<file path="src/rtl/core/twsag_pkg.sv">
// Shared types and constants for the tube waveshaper with supply sag.
package twsag_pkg;

   localparam int SAMPLE_BITS_DEF = 24;
   localparam int FRAC_BITS_DEF   = 24;
   localparam int LEVEL_W         = 17;
   localparam int CSR_IDX_W       = 2;

   localparam logic [LEVEL_W-1:0] LEVEL_RESET = 17'd32768;
   localparam logic [LEVEL_W-1:0] LEVEL_FULL  = 17'd65536;

   localparam logic [CSR_IDX_W-1:0] CSR_PREAMP = 2'd0;
   localparam logic [CSR_IDX_W-1:0] CSR_DRIVE  = 2'd1;
   localparam logic [CSR_IDX_W-1:0] CSR_MASTER = 2'd2;

   typedef enum logic [4:0] {
      ST_IDLE,
      ST_PRE_G,
      ST_PRE_KNEE,
      ST_PRE_HI,
      ST_PRE_HI_POST,
      ST_PRE_LO_POST,
      ST_DRV_G,
      ST_DRV_PRE,
      ST_DRV_POST,
      ST_CLIP_PRE,
      ST_CLIP_POST,
      ST_ENV_A,
      ST_ENV_B,
      ST_SAG_H,
      ST_SAG_O,
      ST_PWR_PRE,
      ST_PWR_POST,
      ST_PWR_SQ,
      ST_PWR_EH,
      ST_XF_CHK,
      ST_XF_PRE,
      ST_XF_POST,
      ST_XF_SQ,
      ST_XF_ADD,
      ST_MST_SQ,
      ST_MST_Y,
      ST_OUT,
      ST_T_CHK,
      ST_T_SQ,
      ST_T_DIV,
      ST_T_MUL
   } state_type;

endpackage

</file>
<file path="src/rtl/core/tube_waveshaper_with_sag_top.sv">
// Tube waveshaper with supply sag: sequencer around one shared multiplier and divider.
// Each sample takes up to 32 multiplies on the shared multiply unit, up to five
// rational-tanh divisions on the one-bit-per-cycle restoring divider, and decision
// states. The next sample is accepted only once the sequencer has loaded the result
// (after any previous result has been taken) and has returned to idle.
// req_ready is high only while the sequencer is idle.
// Reset (synchronous, active high) sets all levels to 0.5, clears the sag envelope,
// drops any pending result and returns the sequencer to idle.
module tube_waveshaper_with_sag_top #(
   parameter int SAMPLE_BITS = twsag_pkg::SAMPLE_BITS_DEF,
   parameter int FRAC_BITS   = twsag_pkg::FRAC_BITS_DEF
) (
   input  logic                               clock,
   input  logic                               reset,
   input  logic                               req_valid,
   output logic                               req_ready,
   input  logic signed [SAMPLE_BITS-1:0]      req_sample_in,
   output logic                               rsp_valid,
   input  logic                               rsp_ready,
   output logic signed [SAMPLE_BITS-1:0]      rsp_sample_out,
   input  logic                               csr_we,
   input  logic [twsag_pkg::CSR_IDX_W-1:0]    csr_index,
   input  logic [twsag_pkg::LEVEL_W-1:0]      csr_wdata
);
   import twsag_pkg::*;

   localparam int SH     = FRAC_BITS - (SAMPLE_BITS - 1);
   localparam int SHL_IN = (SH > 0) ? SH : 0;
   localparam int SHR_IN = (SH < 0) ? -SH : 0;
   localparam int VW     = (FRAC_BITS + 10 > 34) ? FRAC_BITS + 10 : 34;
   localparam int MW     = VW - 1;
   localparam int NCH    = (MW + 15) / 16;
   localparam int BW     = NCH * 16;
   localparam int AW     = MW + BW;
   localparam int DNW    = FRAC_BITS + 8;
   localparam int QW     = FRAC_BITS + 1;
   localparam int DCW    = $clog2(FRAC_BITS + 1);
   localparam int MCW    = $clog2(NCH + 1);
   localparam int YW     = VW + SHR_IN + 1;

   localparam logic signed [VW-1:0] K_ONE  = VW'(longint'(1) << FRAC_BITS);
   localparam logic signed [VW-1:0] K_3    = VW'(longint'(3) << FRAC_BITS);
   localparam logic signed [VW-1:0] K_27   = VW'(longint'(27) << FRAC_BITS);
   localparam logic signed [VW-1:0] K_QMAX = VW'((longint'(1) << (FRAC_BITS + 7)) - 1);
   localparam logic signed [VW-1:0] K_QMIN = VW'(-(longint'(1) << (FRAC_BITS + 7)));
   localparam logic signed [VW-1:0] K_0P7  = VW'(((longint'(7) << FRAC_BITS) + 5) / 10);
   localparam logic signed [VW-1:0] K_0P8  = VW'(((longint'(8) << FRAC_BITS) + 5) / 10);
   localparam logic signed [VW-1:0] K_1P5  = VW'(((longint'(3) << FRAC_BITS) + 1) / 2);
   localparam logic signed [VW-1:0] K_2D3  = VW'(((longint'(2) << FRAC_BITS) + 1) / 3);
   localparam logic signed [VW-1:0] K_0P5  = VW'(((longint'(1) << FRAC_BITS) + 1) / 2);
   localparam logic signed [VW-1:0] K_1P25 = VW'(((longint'(5) << FRAC_BITS) + 2) / 4);
   localparam logic signed [VW-1:0] K_1P2  = VW'(((longint'(12) << FRAC_BITS) + 5) / 10);
   localparam logic signed [VW-1:0] K_0P83 = VW'(((longint'(83) << FRAC_BITS) + 50) / 100);
   localparam logic signed [VW-1:0] K_0P9  = VW'(((longint'(9) << FRAC_BITS) + 5) / 10);
   localparam logic signed [VW-1:0] K_1P1  = VW'(((longint'(11) << FRAC_BITS) + 5) / 10);
   localparam logic signed [VW-1:0] K_0P3  = VW'(((longint'(3) << FRAC_BITS) + 5) / 10);
   localparam logic signed [VW-1:0] K_0P99 = VW'(((longint'(99) << FRAC_BITS) + 50) / 100);
   localparam logic signed [VW-1:0] K_0P01 = VW'(((longint'(1) << FRAC_BITS) + 50) / 100);
   localparam logic signed [VW-1:0] K_5D6  = VW'(((longint'(5) << FRAC_BITS) + 3) / 6);
   localparam logic signed [VW-1:0] K_0P05 = VW'(((longint'(5) << FRAC_BITS) + 50) / 100);
   localparam logic signed [VW-1:0] K_0P02 = VW'(((longint'(2) << FRAC_BITS) + 50) / 100);
   localparam logic signed [VW-1:0] K_ENVMAX = VW'(longint'(32'hFFFF_FFFF));

   localparam logic [AW-1:0] R_HALF = AW'(longint'(1) << (FRAC_BITS - 1));
   localparam logic [AW-1:0] R_QMAX = AW'((longint'(1) << (FRAC_BITS + 7)) - 1);
   localparam logic [AW-1:0] R_QLIM = AW'(longint'(1) << (FRAC_BITS + 7));

   localparam logic signed [YW-1:0] Y_RND  = YW'((SH > 0) ? (longint'(1) << (SHL_IN - 1)) : 0);
   localparam logic signed [YW-1:0] Y_SMAX = YW'((longint'(1) << (SAMPLE_BITS - 1)) - 1);
   localparam logic signed [YW-1:0] Y_SMIN = YW'(-(longint'(1) << (SAMPLE_BITS - 1)));

   function automatic logic signed [VW-1:0] sat_q(input logic signed [VW-1:0] v);
      logic signed [VW-1:0] r;
      r = v;
      if (v > K_QMAX) r = K_QMAX;
      if (v < K_QMIN) r = K_QMIN;
      return r;
   endfunction

   function automatic logic signed [VW-1:0] abs_v(input logic signed [VW-1:0] v);
      return v[VW-1] ? -v : v;
   endfunction

   function automatic logic signed [VW-1:0] level_q(input logic [LEVEL_W-1:0] lv);
      logic [LEVEL_W-1:0] c;
      c = lv[LEVEL_W-1] ? LEVEL_FULL : lv;
      return VW'(c) <<< (FRAC_BITS - 16);
   endfunction

   // control state
   state_type             state_ff, state_in, ret_ff;
   logic                  wait_ff, wait_in;
   logic [LEVEL_W-1:0]    preamp_ff, drive_ff, master_ff;
   logic [31:0]           env_ff;
   logic                  rsp_valid_ff;
   logic                  mul_busy_ff;
   logic [MCW-1:0]        mul_cnt_ff;

   // payload
   logic signed [VW-1:0]  acc_ff, tmp_ff, rt_x_ff, rt_s_ff, tres_ff;
   logic                  env_up_ff, vneg_ff;
   logic [MW-1:0]         mul_a_ff;
   logic [BW-1:0]         mul_b_ff;
   logic                  mul_neg_ff;
   logic [AW-1:0]         mul_acc_ff;
   logic [DNW:0]          div_rem_ff;
   logic [DNW-1:0]        div_d_ff;
   logic [QW-1:0]         div_q_ff;
   logic [DCW-1:0]        div_cnt_ff;
   logic signed [SAMPLE_BITS-1:0] out_ff;

   // combinational
   logic signed [VW-1:0]  op_a, op_b, mul_res, a_abs, x_conv, x2, env_sum;
   logic signed [VW-1:0]  op_a_mag, op_b_mag;
   logic                  st_mul, mul_go, mul_done;
   logic [AW-1:0]         mul_r;
   logic [MW+15:0]        mul_pp;
   logic [DNW:0]          rem_sh, rem_nx;
   logic                  div_ge;
   logic signed [YW-1:0]  y_wide;
   logic signed [SAMPLE_BITS-1:0] y_sat;

   assign a_abs    = abs_v(acc_ff);
   assign op_a_mag = abs_v(op_a);
   assign op_b_mag = abs_v(op_b);
   assign x_conv   = (VW'(req_sample_in) <<< SHL_IN) >>> SHR_IN;
   assign mul_done = mul_busy_ff && (mul_cnt_ff == MCW'(NCH));
   assign mul_go   = st_mul && !wait_ff;
   assign x2       = mul_res;
   assign env_sum  = tmp_ff + mul_res;

   // round, shift and saturate the magnitude product
   always_comb begin
      mul_r = (mul_acc_ff + R_HALF) >> FRAC_BITS;
      if (!mul_neg_ff) begin
         mul_res = (mul_r > R_QMAX) ? K_QMAX : $signed(mul_r[VW-1:0]);
      end else begin
         mul_res = (mul_r > R_QLIM) ? K_QMIN : -$signed(mul_r[VW-1:0]);
      end
   end

   assign mul_pp = (MW+16)'(mul_a_ff) * (MW+16)'(mul_b_ff[BW-1 -: 16]);

   // one restoring divider step
   always_comb begin
      rem_sh = (div_cnt_ff == '0) ? div_rem_ff : (div_rem_ff << 1);
      div_ge = rem_sh >= {1'b0, div_d_ff};
      rem_nx = div_ge ? (rem_sh - {1'b0, div_d_ff}) : rem_sh;
   end

   // output conversion and saturation
   always_comb begin
      y_wide = ((YW'(acc_ff) + Y_RND) >>> SHL_IN) <<< SHR_IN;
      if (y_wide > Y_SMAX) y_sat = Y_SMAX[SAMPLE_BITS-1:0];
      else if (y_wide < Y_SMIN) y_sat = Y_SMIN[SAMPLE_BITS-1:0];
      else y_sat = y_wide[SAMPLE_BITS-1:0];
   end

   // next state
   always_comb begin
      state_in = state_ff;
      wait_in  = wait_ff;
      unique case (state_ff)
         ST_IDLE: begin
            if (req_valid) state_in = ST_PRE_G;
         end
         ST_PRE_KNEE: begin
            if (acc_ff > K_0P7) state_in = ST_PRE_HI;
            else if (acc_ff < -K_0P8) state_in = ST_T_CHK;
            else state_in = ST_DRV_G;
         end
         ST_XF_CHK: begin
            state_in = (a_abs > K_0P5) ? ST_XF_PRE : ST_XF_SQ;
         end
         ST_T_CHK: begin
            state_in = (abs_v(rt_x_ff) > K_3) ? ret_ff : ST_T_SQ;
         end
         ST_T_DIV: begin
            if (div_cnt_ff == DCW'(FRAC_BITS)) state_in = ST_T_MUL;
         end
         ST_OUT: begin
            if (!rsp_valid_ff || rsp_ready) state_in = ST_IDLE;
         end
         default: begin
            if (!wait_ff) begin
               wait_in = 1'b1;
            end else if (mul_done) begin
               wait_in = 1'b0;
               case (state_ff)
                  ST_PRE_G:       state_in = ST_PRE_KNEE;
                  ST_PRE_HI:      state_in = ST_T_CHK;
                  ST_PRE_HI_POST: state_in = ST_DRV_G;
                  ST_PRE_LO_POST: state_in = ST_DRV_G;
                  ST_DRV_G:       state_in = ST_DRV_PRE;
                  ST_DRV_PRE:     state_in = ST_T_CHK;
                  ST_DRV_POST:    state_in = ST_CLIP_PRE;
                  ST_CLIP_PRE:    state_in = ST_T_CHK;
                  ST_CLIP_POST:   state_in = ST_ENV_A;
                  ST_ENV_A:       state_in = ST_ENV_B;
                  ST_ENV_B:       state_in = ST_SAG_H;
                  ST_SAG_H:       state_in = ST_SAG_O;
                  ST_SAG_O:       state_in = ST_PWR_PRE;
                  ST_PWR_PRE:     state_in = ST_T_CHK;
                  ST_PWR_POST:    state_in = ST_PWR_SQ;
                  ST_PWR_SQ:      state_in = ST_PWR_EH;
                  ST_PWR_EH:      state_in = ST_XF_CHK;
                  ST_XF_PRE:      state_in = ST_T_CHK;
                  ST_XF_POST:     state_in = ST_XF_SQ;
                  ST_XF_SQ:       state_in = ST_XF_ADD;
                  ST_XF_ADD:      state_in = ST_MST_SQ;
                  ST_MST_SQ:      state_in = ST_MST_Y;
                  ST_MST_Y:       state_in = ST_OUT;
                  ST_T_SQ:        state_in = ST_T_DIV;
                  ST_T_MUL:       state_in = ret_ff;
                  default:        state_in = ST_IDLE;
               endcase
            end
         end
      endcase
   end

   // multiply operands for each step
   always_comb begin
      op_a   = '0;
      op_b   = '0;
      st_mul = 1'b1;
      unique case (state_ff)
         ST_PRE_G:       begin op_a = acc_ff; op_b = K_ONE + level_q(preamp_ff) * VW'(19); end
         ST_PRE_HI:      begin op_a = acc_ff - K_0P7; op_b = K_1P5; end
         ST_PRE_HI_POST: begin op_a = tres_ff; op_b = K_2D3; end
         ST_PRE_LO_POST: begin op_a = tres_ff; op_b = K_0P5; end
         ST_DRV_G:       begin op_a = acc_ff; op_b = K_ONE + level_q(drive_ff) * VW'(20); end
         ST_DRV_PRE:     begin op_a = acc_ff; op_b = (acc_ff > 0) ? K_0P8 : K_1P2; end
         ST_DRV_POST:    begin op_a = tres_ff; op_b = (acc_ff > 0) ? K_1P25 : K_0P83; end
         ST_CLIP_PRE:    begin op_a = acc_ff; op_b = K_0P9; end
         ST_CLIP_POST:   begin op_a = tres_ff; op_b = K_1P1; end
         ST_ENV_A: begin
            op_a = VW'(env_ff);
            op_b = (a_abs > VW'(env_ff)) ? K_0P7 : K_0P99;
         end
         ST_ENV_B:       begin op_a = a_abs; op_b = env_up_ff ? K_0P3 : K_0P01; end
         ST_SAG_H:       begin op_a = VW'(env_ff); op_b = K_0P3; end
         ST_SAG_O:       begin op_a = acc_ff; op_b = K_ONE - tmp_ff; end
         ST_PWR_PRE:     begin op_a = acc_ff; op_b = K_1P2; end
         ST_PWR_POST:    begin op_a = tres_ff; op_b = K_5D6; end
         ST_PWR_SQ:      begin op_a = acc_ff; op_b = acc_ff; end
         ST_PWR_EH:      begin op_a = tmp_ff; op_b = K_0P05; end
         ST_XF_PRE:      begin op_a = acc_ff; op_b = K_0P8; end
         ST_XF_POST:     begin op_a = tres_ff; op_b = K_1P25; end
         ST_XF_SQ:       begin op_a = acc_ff; op_b = a_abs; end
         ST_XF_ADD:      begin op_a = tmp_ff; op_b = K_0P02; end
         ST_MST_SQ:      begin op_a = level_q(master_ff); op_b = level_q(master_ff); end
         ST_MST_Y:       begin op_a = acc_ff; op_b = tmp_ff; end
         ST_T_SQ:        begin op_a = rt_s_ff; op_b = rt_s_ff; end
         ST_T_MUL:       begin op_a = rt_s_ff; op_b = VW'(div_q_ff); end
         default:        st_mul = 1'b0;
      endcase
   end

   assign req_ready      = (state_ff == ST_IDLE);
   assign rsp_valid      = rsp_valid_ff;
   assign rsp_sample_out = out_ff;

   // control registers, levels, envelope and result handshake
   always_ff @(posedge clock) begin
      if (reset) begin
         state_ff     <= ST_IDLE;
         wait_ff      <= 1'b0;
         preamp_ff    <= LEVEL_RESET;
         drive_ff     <= LEVEL_RESET;
         master_ff    <= LEVEL_RESET;
         env_ff       <= '0;
         rsp_valid_ff <= 1'b0;
         mul_busy_ff  <= 1'b0;
         mul_cnt_ff   <= '0;
      end else begin
         state_ff <= state_in;
         wait_ff  <= wait_in;
         if (csr_we) begin
            unique case (csr_index)
               CSR_PREAMP: preamp_ff <= csr_wdata;
               CSR_DRIVE:  drive_ff  <= csr_wdata;
               CSR_MASTER: master_ff <= csr_wdata;
               default:    ;
            endcase
         end
         // advance the shared multiplier
         if (mul_go) begin
            mul_busy_ff <= 1'b1;
            mul_cnt_ff  <= '0;
         end else if (mul_done) begin
            mul_busy_ff <= 1'b0;
         end else if (mul_busy_ff) begin
            mul_cnt_ff <= mul_cnt_ff + MCW'(1);
         end
         // update the sag envelope
         if (state_ff == ST_ENV_B && wait_ff && mul_done) begin
            env_ff <= (env_sum > K_ENVMAX) ? 32'hFFFF_FFFF : env_sum[31:0];
         end
         // drop a taken result, then load a fresh one
         if (rsp_valid_ff && rsp_ready) rsp_valid_ff <= 1'b0;
         if (state_ff == ST_OUT && (!rsp_valid_ff || rsp_ready)) rsp_valid_ff <= 1'b1;
      end
   end

   // datapath registers
   always_ff @(posedge clock) begin
      if (state_ff == ST_OUT && (!rsp_valid_ff || rsp_ready)) out_ff <= y_sat;

      // latch operand magnitudes, then accumulate one 16-bit chunk per cycle
      if (mul_go) begin
         mul_a_ff   <= op_a_mag[MW-1:0];
         mul_b_ff   <= BW'(op_b_mag[MW-1:0]);
         mul_neg_ff <= op_a[VW-1] ^ op_b[VW-1];
         mul_acc_ff <= '0;
      end else if (mul_busy_ff && !mul_done) begin
         mul_acc_ff <= (mul_acc_ff << 16) + AW'(mul_pp);
         mul_b_ff   <= mul_b_ff << 16;
      end

      // restoring division, one quotient bit per cycle
      if (state_ff == ST_T_DIV) begin
         div_rem_ff <= rem_nx;
         div_q_ff   <= (div_cnt_ff == '0) ? QW'(div_ge) : {div_q_ff[QW-2:0], div_ge};
         div_cnt_ff <= div_cnt_ff + DCW'(1);
      end

      case (state_ff)
         ST_IDLE: begin
            if (req_valid) acc_ff <= x_conv;
         end
         ST_PRE_KNEE: begin
            if (!(acc_ff > K_0P7) && acc_ff < -K_0P8) begin
               rt_x_ff <= (acc_ff + K_0P8) <<< 1;
               ret_ff  <= ST_PRE_LO_POST;
            end
         end
         ST_T_CHK: begin
            rt_s_ff <= abs_v(rt_x_ff);
            tres_ff <= rt_x_ff[VW-1] ? -K_ONE : K_ONE;
         end
         default: ;
      endcase

      if (wait_ff && mul_done) begin
         case (state_ff)
            ST_PRE_G:       acc_ff <= mul_res;
            ST_PRE_HI:      begin rt_x_ff <= mul_res; ret_ff <= ST_PRE_HI_POST; end
            ST_PRE_HI_POST: acc_ff <= K_0P7 + mul_res;
            ST_PRE_LO_POST: acc_ff <= mul_res - K_0P8;
            ST_DRV_G:       acc_ff <= mul_res;
            ST_DRV_PRE:     begin rt_x_ff <= mul_res; ret_ff <= ST_DRV_POST; end
            ST_DRV_POST:    acc_ff <= mul_res;
            ST_CLIP_PRE:    begin rt_x_ff <= mul_res; ret_ff <= ST_CLIP_POST; end
            ST_CLIP_POST:   acc_ff <= mul_res;
            ST_ENV_A: begin
               tmp_ff    <= mul_res;
               env_up_ff <= a_abs > VW'(env_ff);
            end
            ST_SAG_H:       tmp_ff <= mul_res;
            ST_SAG_O: begin
               vneg_ff <= acc_ff[VW-1];
               acc_ff  <= mul_res;
            end
            ST_PWR_PRE:     begin rt_x_ff <= mul_res; ret_ff <= ST_PWR_POST; end
            ST_PWR_POST:    acc_ff <= mul_res;
            ST_PWR_SQ:      tmp_ff <= mul_res;
            ST_PWR_EH:      acc_ff <= sat_q(acc_ff + (vneg_ff ? -mul_res : mul_res));
            ST_XF_PRE:      begin rt_x_ff <= mul_res; ret_ff <= ST_XF_POST; end
            ST_XF_POST:     acc_ff <= mul_res;
            ST_XF_SQ:       tmp_ff <= mul_res;
            ST_XF_ADD:      acc_ff <= sat_q(acc_ff + mul_res);
            ST_MST_SQ:      tmp_ff <= mul_res;
            ST_MST_Y:       acc_ff <= mul_res;
            ST_T_SQ: begin
               div_rem_ff <= {1'b0, DNW'(K_27 + x2)};
               div_d_ff   <= DNW'(K_27 + x2 * VW'(9));
               div_q_ff   <= '0;
               div_cnt_ff <= '0;
            end
            ST_T_MUL:       tres_ff <= rt_x_ff[VW-1] ? -mul_res : mul_res;
            default: ;
         endcase
      end
   end

endmodule
</file>
<file path="config.mk">
export PLATFORM = sky130hd
export DESIGN_NAME = tube_waveshaper_with_sag_top
export DESIGN_NICKNAME = d
export VERILOG_FILES = /design/src/rtl/core/twsag_pkg.sv /design/src/rtl/core/tube_waveshaper_with_sag_top.sv
export SDC_FILE = /design/constraint.sdc
export NUM_CORES = 2
export LEC_CHECK = 0
export BUFFER_PORTS_ARGS = -buffer_cell sky130_fd_sc_hd__buf_2
export CORE_AREA = 2 2 364 366
export CTS_CLUSTER_SIZE = 25
export DETAILED_ROUTE_END_ITERATION = 6
export DIE_AREA = 0 0 366 368
export PLACE_DENSITY = 0.65
export REMOVE_ABC_BUFFERS = 1
export SYNTH_ARGS = -nofsm -noshare
export SYNTH_HDL_FRONTEND = slang
export SYNTH_SLANG_ARGS = --single-unit
</file>
<file path="constraint.sdc">
create_clock -name clock -period 12.55 [get_ports clock]
set_input_delay 1.8825 -clock clock [delete_from_list [all_inputs] [get_ports clock]]
set_output_delay 1.8825 -clock clock [all_outputs]
set_load 0.02 [all_outputs]
</file>
==> results.sh <==
export IMPL_cts_resized=0
export IMPL_yosys_area_share_simple=0.205
export IMPL_num_io_pins=74
export IMPL_drtIter0Drc=7394
export IMPL_cts_buffers=73
export IMPL_first_global_vias=60497
export IMPL_relSlewSlack=0.0988
export IMPL_layout_drive_gt1_share=0.0626
export IMPL_finalCritPeriodShare=0.901
export IMPL_root_buffer="clkbuf_16"
export IMPL_synth_top_cell_area_share=0.151
export IMPL_grt_max_degree=94
export IMPL_cts_setup_buffers=0
export IMPL_ant_nets=0
export IMPL_crit_path_end_kind="register"
export IMPL_grt_overflow=0
export IMPL_syn_cell_area_sq_um=64800
export IMPL_finalWirelength_mm=267
export IMPL_hold_buffers=0
export IMPL_die_area_sq_um=135000
export IMPL_layout_nets=9061
export IMPL_async_flop_share=0
export IMPL_vias=62522
export IMPL_h_tree_depth=3
export IMPL_yosysUniqueCellTypes=101
export IMPL_critPathMaxFanout=23
export IMPL_stdcell_count=9872
export IMPL_synth_top_family_by_area="adder cells"
export IMPL_cp_start_kind="register"
export IMPL_final_common_cell="nand2_1"
export IMPL_slew_violations=0
export IMPL_cts_sinks=552
export IMPL_multi_input_area_sq_um=47100
export IMPL_path_class="register to register"
export IMPL_drt_pass1_iter_count=6
export IMPL_clk_latency_ps=700
export IMPL_hold_path_class="register to register"
export IMPL_wl_per_cell_microns=27.1
export IMPL_max_cap_violations=0
export IMPL_rows=133
export IMPL_initial_utilization=0.496
export IMPL_cts_tree="built"
export IMPL_die_x_microns=366
export IMPL_rsz0062_at_grt="no"
export IMPL_slowest_stage="a21boi_2"
export IMPL_synthTopCellsByArea="fa_1 15%, dfxtp_1 11%, ha_1 9.1%"
export IMPL_fin_tns_setup_ps=0
export IMPL_antenna_found_initial=12
export IMPL_status="finished, violations left"
export IMPL_synth_fa_ha_area_frac=0.242
export IMPL_yosysWarnings=0
export IMPL_violations="design-rule violations"
export IMPL_max_freq_ghz=0.0884
export IMPL_syn_area_per_cell_sq_um=7.92
export IMPL_ys_ff_latch=552
export IMPL_dp_hpwl_mm=204
export IMPL_skew_ps=48.3
export IMPL_synthFlopType="dfxtp_1"
export IMPL_drc=1
export IMPL_synth_xor_area_frac=0.0766
export IMPL_syn_to_final_growth_pct=7.70
export IMPL_gp_congestion=1.06
export IMPL_vias_per_cell=6.33
export IMPL_cpPeakStageDelay_ps=910
export IMPL_final_hold_viol_count=0
export IMPL_clockBufferDepth=3
export IMPL_grt_use_total=0.389
export IMPL_r2r_cells=30
export IMPL_die_h_microns=368
export IMPL_place_inst=9732
export IMPL_arrival_ps=11910
export IMPL_io_buffers=73
export IMPL_yosys_mux_area_fraction=0.00853
export IMPL_core_area_sq_um=131000
export IMPL_synthesis_instances=8189
export IMPL_holdPathStages=2
export IMPL_period_minus_slack_ps=11310
export IMPL_synth_top_area_cell="fa_1"
export IMPL_regArea_sq_um=13000
export IMPL_fill_cells=12674
export IMPL_final_cell_mix="1245 x nand2_1, 800 x inv_1, 525 x a21oi_1"
export IMPL_synth_compound_area_frac=0.192
export IMPL_grt_pass1_wl_mm=395
export IMPL_synth_edf_count=193
export IMPL_max_slew_worst_pin_slew_ps=1350
export IMPL_seq_area_frac_synth=0.200
export IMPL_clk_pin_slew_ps=60
export IMPL_setup_viol=0
export IMPL_cp_required_ps=13140
## metrics by stage
stage | worst slack (ps) | cell area [sq um] | utilization | hold slack, ps
after CTS | 1460 | 69800 | 0.534 | 451
after global routing | 526 | 69800 | 0.534 | 471
after global placement | 1930 | 67100 | 0.513 | 441
after floorplan | 2610 | 63000 | - | 426
after detailed placement | 1490 | 67100 | 0.513 | 443
final | 1240 | 69800 | 0.534 | 450
## cell type report
cell class                      instances  share of cell area
Clock buffer                           94              0.0297
Tap cell                             1755              0.0314
Clock inverter                         42             0.00857
Antenna cell                            4            0.000143
Timing Repair Buffer                  262              0.0256
Inverter                              813              0.0437
Multi-Input combinational cell       6350               0.675
Sequential cell                       552               0.186
## cell usage after synthesis, drive strengths merged (168+ instances only)
cell type,instances
nor2,449
dfxtp,359
nand3,248
o21ai,483
nand2,1246
a21oi,528
inv,802
xor2,168
and2,200
edfxtp,193
clkbuf,399
ha,473
xnor2,399
fa,488
## worst max-delay path: cells and delay by family, from the launching register on
kind	cells	cell delay, ps
adder cells (fa/ha/maj)	2	1090
flip-flops	1	580
XOR/XNOR	2	420
AND/OR/NAND/NOR	10	3890
buffers and inverters	2	900
AO/OA/AOI/OAI	14	4300
## flip-flops by register name, summed over array words and instances, names as in the netlist, 25 cells and up
register / count
acc_ff: 34
mul_acc_ff: 81
div_q_ff: 25
rt_s_ff: 34
mul_a_ff: 33
div_d_ff: 32
mul_b_ff: 48
env_ff: 32
tres_ff: 34
div_rem_ff: 33
tmp_ff: 34
rt_x_ff: 34
## kinds of logic (layout without fill, tap and decap cells)
| kind of cell | after synthesis | count (layout) |
|---|---|---|
| XOR/XNOR | 567 | 567 |
| multiplexers | 55 | 55 |
| AND/OR/NAND/NOR | 2838 | 2838 |
| AO/OA/AOI/OAI | 1929 | 1929 |
| adder cells (fa/ha/maj) | 961 | 961 |
| flip-flops | 552 | 552 |
| buffers and inverters | 1287 | 1211 |
| other | 0 | 4 |
## per-layer routing
metal | wire length (microns) | global-route usage | vias to the layer above
met3 | 26000 | 0.0775 | 836
met2 | 115000 | 0.596 | 3415
met1 | 106000 | 0.502 | 30313
met4 | 20300 | 0.250 | 14
li1 | - | - | 27944
met5 | 98 | 0 | -
## path summary, 6_finish.rpt
path / slack, ps / to / from
worst min register to register: 450 / drive_ff[11] / drive_ff[11]
worst max-delay path: 1240 / acc_ff[20] / mul_acc_ff[24]
worst max register to register: 1240 / acc_ff[20] / mul_acc_ff[24]
worst min-delay path: 450 / drive_ff[11] / drive_ff[11]
Power is not shown: default switching activity piles up to over one toggle a cycle in this logic, so the estimate is an artifact.
